--- src/hw/rtl/pfv_pkg.sv ---
// ----------------------------------------------------------------------------
// pfv_pkg
// Shared types, constants and arithmetic helpers of the path follower.
// ----------------------------------------------------------------------------
`default_nettype none
package pfv_pkg;

  localparam int PLAN_DEPTH_DEF   = 256;
  localparam int CORDIC_STEPS_DEF = 16;

  localparam logic [13:0] MAX_LIN_RST   = 14'd1065;
  localparam logic [13:0] MAX_ANG_RST   = 14'd4096;
  localparam logic [15:0] LOOKAHEAD_RST = 16'd1434;

  localparam logic [49:0] NEAR_SQ       = 50'd376996;
  localparam logic signed [17:0] NEAR_Q12   = 18'sd614;
  localparam logic [24:0] MIN_LIN_Q12   = 25'd205;
  localparam logic signed [17:0] STOP_ERR_Q12 = 18'sd3277;
  localparam logic signed [17:0] PI_Q12     = 18'sd12868;
  localparam logic signed [17:0] TWO_PI_Q12 = 18'sd25736;
  localparam logic signed [20:0] PI_Q16     = 21'sd205887;

  typedef enum logic [1:0] {
    MODE_CLEAR  = 2'd0,
    MODE_APPEND = 2'd1,
    MODE_POSE   = 2'd2,
    MODE_NONE   = 2'd3
  } mode_t;

  typedef enum logic [1:0] {
    CFG_MAX_LIN   = 2'd0,
    CFG_MAX_ANG   = 2'd1,
    CFG_LOOKAHEAD = 2'd2,
    CFG_UNUSED    = 2'd3
  } cfg_idx_t;

  typedef enum logic [3:0] {
    S_IDLE, S_RD, S_DIFF, S_SQ, S_SUM, S_CINIT, S_CORDIC, S_SQRT, S_OUT
  } state_t;

  typedef struct packed {
    mode_t              mode;
    logic signed [23:0] pos_x;
    logic signed [23:0] pos_y;
    logic signed [14:0] heading;
  } req_t;

  typedef struct packed {
    logic [13:0] max_lin;
    logic [13:0] max_ang;
    logic [15:0] lookahead;
  } cfg_t;

  function automatic logic signed [20:0] atan_q16(input logic [4:0] i);
    logic signed [20:0] a;
    begin
      case (i)
        5'd0:  a = 21'sd51472;
        5'd1:  a = 21'sd30385;
        5'd2:  a = 21'sd16055;
        5'd3:  a = 21'sd8150;
        5'd4:  a = 21'sd4091;
        5'd5:  a = 21'sd2047;
        5'd6:  a = 21'sd1024;
        5'd7:  a = 21'sd512;
        5'd8:  a = 21'sd256;
        5'd9:  a = 21'sd128;
        5'd10: a = 21'sd64;
        5'd11: a = 21'sd32;
        5'd12: a = 21'sd16;
        5'd13: a = 21'sd8;
        5'd14: a = 21'sd4;
        5'd15: a = 21'sd2;
        5'd16: a = 21'sd1;
        default: a = 21'sd0;
      endcase
      return a;
    end
  endfunction

  // wrap into [-pi, pi] with at most two steps each way
  function automatic logic signed [17:0] wrap_angle(input logic signed [17:0] a);
    logic signed [17:0] r;
    begin
      r = a;
      if (r > PI_Q12) r = r - TWO_PI_Q12;
      if (r > PI_Q12) r = r - TWO_PI_Q12;
      if (r < -PI_Q12) r = r + TWO_PI_Q12;
      if (r < -PI_Q12) r = r + TWO_PI_Q12;
      return r;
    end
  endfunction

  function automatic logic signed [14:0] clamp_sym(input logic signed [18:0] v,
                                                   input logic [13:0] lim);
    logic signed [18:0] l;
    logic signed [18:0] r;
    begin
      l = signed'({5'd0, lim});
      r = v;
      if (v > l) r = l;
      if (v < -l) r = -l;
      return r[14:0];
    end
  endfunction

endpackage
`default_nettype wire

--- src/hw/rtl/pfv_front.sv ---
// ----------------------------------------------------------------------------
// pfv_front
// Accepts requests, drops the unused mode and queues the rest (two entries).
// ----------------------------------------------------------------------------
`default_nettype none
module pfv_front (
  input  wire logic          clk,
  input  wire logic          rst_n,
  input  wire logic          start,
  output      logic          busy,
  input  wire pfv_pkg::req_t req_in,
  output      logic          q_valid,
  output      pfv_pkg::req_t q_req,
  input  wire logic          q_pop
);
  import pfv_pkg::*;

  req_t       slot_r [2];
  logic       wr_ptr_r, rd_ptr_r;
  logic [1:0] count_r;
  logic       push;

  assign busy    = (count_r == 2'd2);
  assign push    = start && !busy && (req_in.mode != MODE_NONE);
  assign q_valid = (count_r != 2'd0);
  assign q_req   = slot_r[rd_ptr_r];

  always_ff @(posedge clk) begin
    if (push) slot_r[wr_ptr_r] <= req_in;
  end

  always_ff @(posedge clk) begin
    if (!rst_n) begin
      wr_ptr_r <= 1'b0;
      rd_ptr_r <= 1'b0;
      count_r  <= 2'd0;
    end else begin
      if (push) wr_ptr_r <= !wr_ptr_r;
      if (q_pop) rd_ptr_r <= !rd_ptr_r;
      count_r <= count_r + {1'b0, push} - {1'b0, q_pop};
    end
  end
endmodule
`default_nettype wire

--- config.mk ---
export PLATFORM = sky130hd
export DESIGN_NAME = pfv_front
export DESIGN_NICKNAME = d
export VERILOG_FILES = /design/src/hw/rtl/pfv_pkg.sv /design/src/hw/rtl/pfv_front.sv
export SDC_FILE = /design/constraint.sdc
export NUM_CORES = 1
export LEC_CHECK = 0
export ABC_AREA = 1
export BUFFER_PORTS_ARGS = -buffer_cell sky130_fd_sc_hd__buf_2
export CAP_MARGIN = 20
export CELL_PAD_IN_SITES_DETAIL_PLACEMENT = 1
export CELL_PAD_IN_SITES_GLOBAL_PLACEMENT = 1
export CORE_UTILIZATION = 40
export CTS_CLUSTER_DIAMETER = 80
export DETAILED_ROUTE_END_ITERATION = 10
export PLACE_DENSITY = 0.72
export SLEW_MARGIN = 20
export SYNTH_ARGS = -nofsm -noshare
export SYNTH_HDL_FRONTEND = slang
export SYNTH_SLANG_ARGS = --single-unit
--- constraint.sdc ---
create_clock -name clk -period 11.9 [get_ports clk]
set_input_delay 1.785 -clock clk [delete_from_list [all_inputs] [get_ports clk]]
set_output_delay 1.785 -clock clk [all_outputs]
set_load 0.02 [all_outputs]
-- Word-level counts from Yosys, hierarchy flattened
Memories as Yosys holds them, arrays and structs flattened. A register that Yosys moved wholly into a read port is not among the register bits.
Cells that the tools add are included.
- word-level logic and storage cells: 18
- register bits: 4
- bits in writable memories: 130
- input port bits: 69
- output and inout port bits: 67
- memories: 1
- memories (name ; words ; width ; rd ports ; clocked after Yosys merged registers in ; write ports ; RTL line ; RTL):
    slot_r ; 2 ; 65 ; 1 ; 1 ; 1 ; pfv_front.sv:18 ; req_t slot_r [2];
- muxes and demuxes: 4
- equality and inequality tests: 2
- add/subtract/negate cells: 2
- reduce and logical (&&, ||, !) cells: 6
- operator list (operator ; number):
    $mux W1 ; 4
    $logic_not A1 Y1 ; 3
    $add A2 B1 Y2 ; 1
    $eq A2 B2 Y1 const B ; 1
    $logic_and A1 B1 Y1 ; 2
    $ne A2 B2 Y1 const B ; 1
    $reduce_bool A2 Y1 ; 1
    $sub A2 B1 Y2 ; 1

-- Depth between registers and ports, before layout
- depth after elaboration: 6
- gate-level depth with buffers: 11
- mapped depth without buffers: 11

-- Least setup slack after synthesis
Ideal clock, no wire load.
- path kind: input port to flip-flop
- from: input port req_in[63] (netlist bit)
- to: memory slot_r[0][0] (netlist bit) (enable)
- required time: 11411 ps
- arrival time: 4797 ps
- slack: 6615 ps
- path buffers: 0
- stages: 5
- setup time: 489 ps
- cell sequence: nand2_1 nand2_1 nor2_1 inv_1 nor2_1
- longest elaborated chain between the ends: 4
- RTL lines (item ; RTL line ; RTL):
    from (decl) ; pfv_front.sv:11 ; input wire pfv_pkg::req_t req_in,
    $ne A2 B2 Y1 ; pfv_front.sv:24 ; assign push = start && !busy && (req_in.mode != MODE_NONE);
    $logic_and A1 B1 Y1 ; pfv_front.sv:24 ;
    $mux W1 ; pfv_front.sv:29 ; if (push) slot_r[wr_ptr_r] <= req_in;
    $mux W1 (not written as such) ; pfv_front.sv:29 ;
    to (decl) ; pfv_front.sv:18 ;
Every way passes these cells.

==> impl_metrics.env <==
export IMPL_status="finished clean"
export IMPL_hp_class="reg2reg"
export IMPL_synth_cell_types=14
export IMPL_p_sw_uw=260
export IMPL_vias=2583
export IMPL_slowest_stage="buf_4"
export IMPL_final_setup_skew_ns=0.00378
export IMPL_cts_root_buf="clkbuf_16"
export IMPL_rows=41
export IMPL_ctsHoldBuffers=0
export IMPL_n_fill_cell=1211
export IMPL_clkTransAtPathRegs_ns=0.05
export IMPL_tns_ns=0
export IMPL_post_route_cells_drive_above_1_share=0.569
export IMPL_wl_per_cell_um=15.6
export IMPL_synth_warnings=0
export IMPL_worst_path_buf_inv=2
export IMPL_die_h_um=115
export IMPL_clock_power_share=0.385
export IMPL_drtIter0Drc=63
export IMPL_area_growth_pct=26.4
export IMPL_ant_nets=0
export IMPL_gp_congestion=0.709
export IMPL_worst_slew_pin_slew_ns=0.944
export IMPL_ir_worst_vdd_mv=0.113
export IMPL_port_buffers=135
export IMPL_syn_num_nets=309
export IMPL_crit_fanout=51
export IMPL_crit_chain="buf_4 -> mux2_2 -> buf_2"
export IMPL_final_nets=459
export IMPL_avgSynthCellArea_um2=21.6
export IMPL_ys_ff_latch=135
export IMPL_start_util=0.409
export IMPL_cts_resized_gates=0
export IMPL_cts_buffer_depth=2
export IMPL_numCtsBuffers=17
export IMPL_finalWirelength_um=8910
export IMPL_grt_setup_unrepaired="no"
export IMPL_grt_max_degree=52
export IMPL_ff_latch_area_um2=4010
export IMPL_cts_setup_buffers=0
export IMPL_grt_pass1_wl_um=13500
export IMPL_critPathMaxStageDelay_ns=0.77
export IMPL_antenna_found_initial=0
export IMPL_setup_slack_ns=7.82
export IMPL_grt_pass1_vias=2799
export IMPL_drv_slew=0
export IMPL_max_cap_viol_count=0
export IMPL_preCtsSetupSlack_ns=7.90
export IMPL_clock_sinks=135
export IMPL_intPower_uw=901
export IMPL_yosysSeqAreaShare=0.779
export IMPL_die_area_um2=13300
export IMPL_grt_usage=0.141
export IMPL_worstPathArrival_ns=2.30
export IMPL_clk_latency_ns=0.40
export IMPL_slew_headroom=0.371
export IMPL_multiInputGateArea_um2=1050
export IMPL_p_leak_nw=2.57
export IMPL_finalHoldViolations=0
export IMPL_switching_share=0.224
export IMPL_ioPinCount=136
export IMPL_n_antenna_cell=0
export IMPL_crit_family="buffers and inverters"
export IMPL_syn_instance_count=238
export IMPL_power_frac_seq=0.491
export IMPL_timing_fmax_ghz=0.245
export IMPL_critPathKind="reg2out"
export IMPL_drc=0
export IMPL_fin_crit_ns=4.08
export IMPL_power_mw=1.16
export IMPL_cts_max_level=4
export IMPL_core_um2=12600
export IMPL_overflow=0
export IMPL_crit_required_ns=10.12
export IMPL_endpoint_kind="primary output"
export IMPL_dp_hpwl_um=5930
export IMPL_cellPowerDensity_nw_per_um2=179
export IMPL_die_w_um=115
export IMPL_synth_area_um2=5140
export IMPL_dr_pass1_iters=4
export IMPL_crit_path_start_kind="register"
export IMPL_pwr_share_comb=0.124
export IMPL_setup_viol=0
export IMPL_viasPerCell=4.52
export IMPL_cts_tree="done"
export IMPL_period_share=0.343
-- Yosys cell counts --
master	n	area share
a21oi_1	1	0.00097
or2_2	1	0.0012
nor2_1	9	0.0066
inv_1	6	0.0044
nand2_1	10	0.0073
nand3_1	1	0.00097
mux2_2	15	0.033
buf_2	1	0.00097
mux2_4	50	0.15
dfxtp_1	5	0.019
edfxtp_1	130	0.76
nand4_1	1	0.0012
buf_6	6	0.013
ha_1	2	0.0049
-- routing by layer --
layer,vias to the layer above,part of all wire,GRT usage
li1,1217,-,-
met1,1260,0.41,0.153
met2,91,0.51,0.242
met3,15,0.063,0.0501
met4,0,0.020,0.0779
met5,-,0,0
-- power by group through the flow --
stage | Clock (mW) | Sequential, mW | Combinational (mW)
floorplan | 0 | 0.577 | 0.0995
global placement | 0 | 0.577 | 0.144
detailed placement | 0 | 0.579 | 0.147
CTS | 0.460 | 0.570 | 0.148
global route | 0.477 | 0.572 | 0.155
finish | 0.447 | 0.569 | 0.144
-- per-stage QoR --
stage | cells | instance area [µm²] | hold slack, ns | utilization
finish | 571 | 6490 | 0.527 | 0.517
CTS | 571 | 6490 | 0.538 | 0.517
global route | 571 | 6490 | 0.581 | 0.517
floorplan | 238 | 5140 | 0.463 | -
detailed placement | 541 | 5990 | 0.523 | 0.477
global placement | 541 | 5990 | 0.476 | 0.477
-- cell families (layout without fill, tap and decap cells) --
kind of cell    Yosys count  count (layout)  synth area share
fa+ha+maj                 2               2           0.00487
compound gates            1               1          0.000973
buf+inv                  13             174            0.0185
flops                   135             135             0.779
simple gates             22              22            0.0173
mux                      65              65             0.179
-- area by class of cell --
class | count | area share
clock inverter | 8 | 0.00906
timing repair buffer | 138 | 0.108
inverter | 6 | 0.00347
clock buffer | 22 | 0.0684
multi-input combinational | 90 | 0.161
tap | 172 | 0.0331
sequential | 135 | 0.617
-- placed cells by master (no fill, tap or decap), drive strengths merged --
cell,instances
clkinv,7
bufinv,1
nor2,9
a21oi,1
ha,2
mux2,65
nand3,1
dfxtp,5
nand4,1
clkbuf,22
buf,138
or2,1
nand2,10
inv,6
edfxtp,130
-- state kept, by name (all words and copies together), names as in the netlist, named ones only --
name / cells
slot_r: 130
count_r: 2
rd_ptr_r: 1
wr_ptr_r: 1
-- worst reg2reg max path, cell delays in order, from the launching register on --
cell	delay, ns
dfxtp_1	0.33
inv_1	0.08
nor2_1	0.06
nor2_1	0.14
inv_1	0.10
nor2_4	0.68
buf_4	0.58
-- worst paths after layout --
check,startpoint,endpoint,slack [ns],depth (start not counted)
min reg2reg,rd_ptr_r,register,0.53,2
min,rd_ptr_r,register,0.53,2
max,register,q_req[0],7.82,3
max reg2reg,count_r[1],slot_r[0][11],9.54,6
No activity file was read; power rests on OpenSTA's default activity.
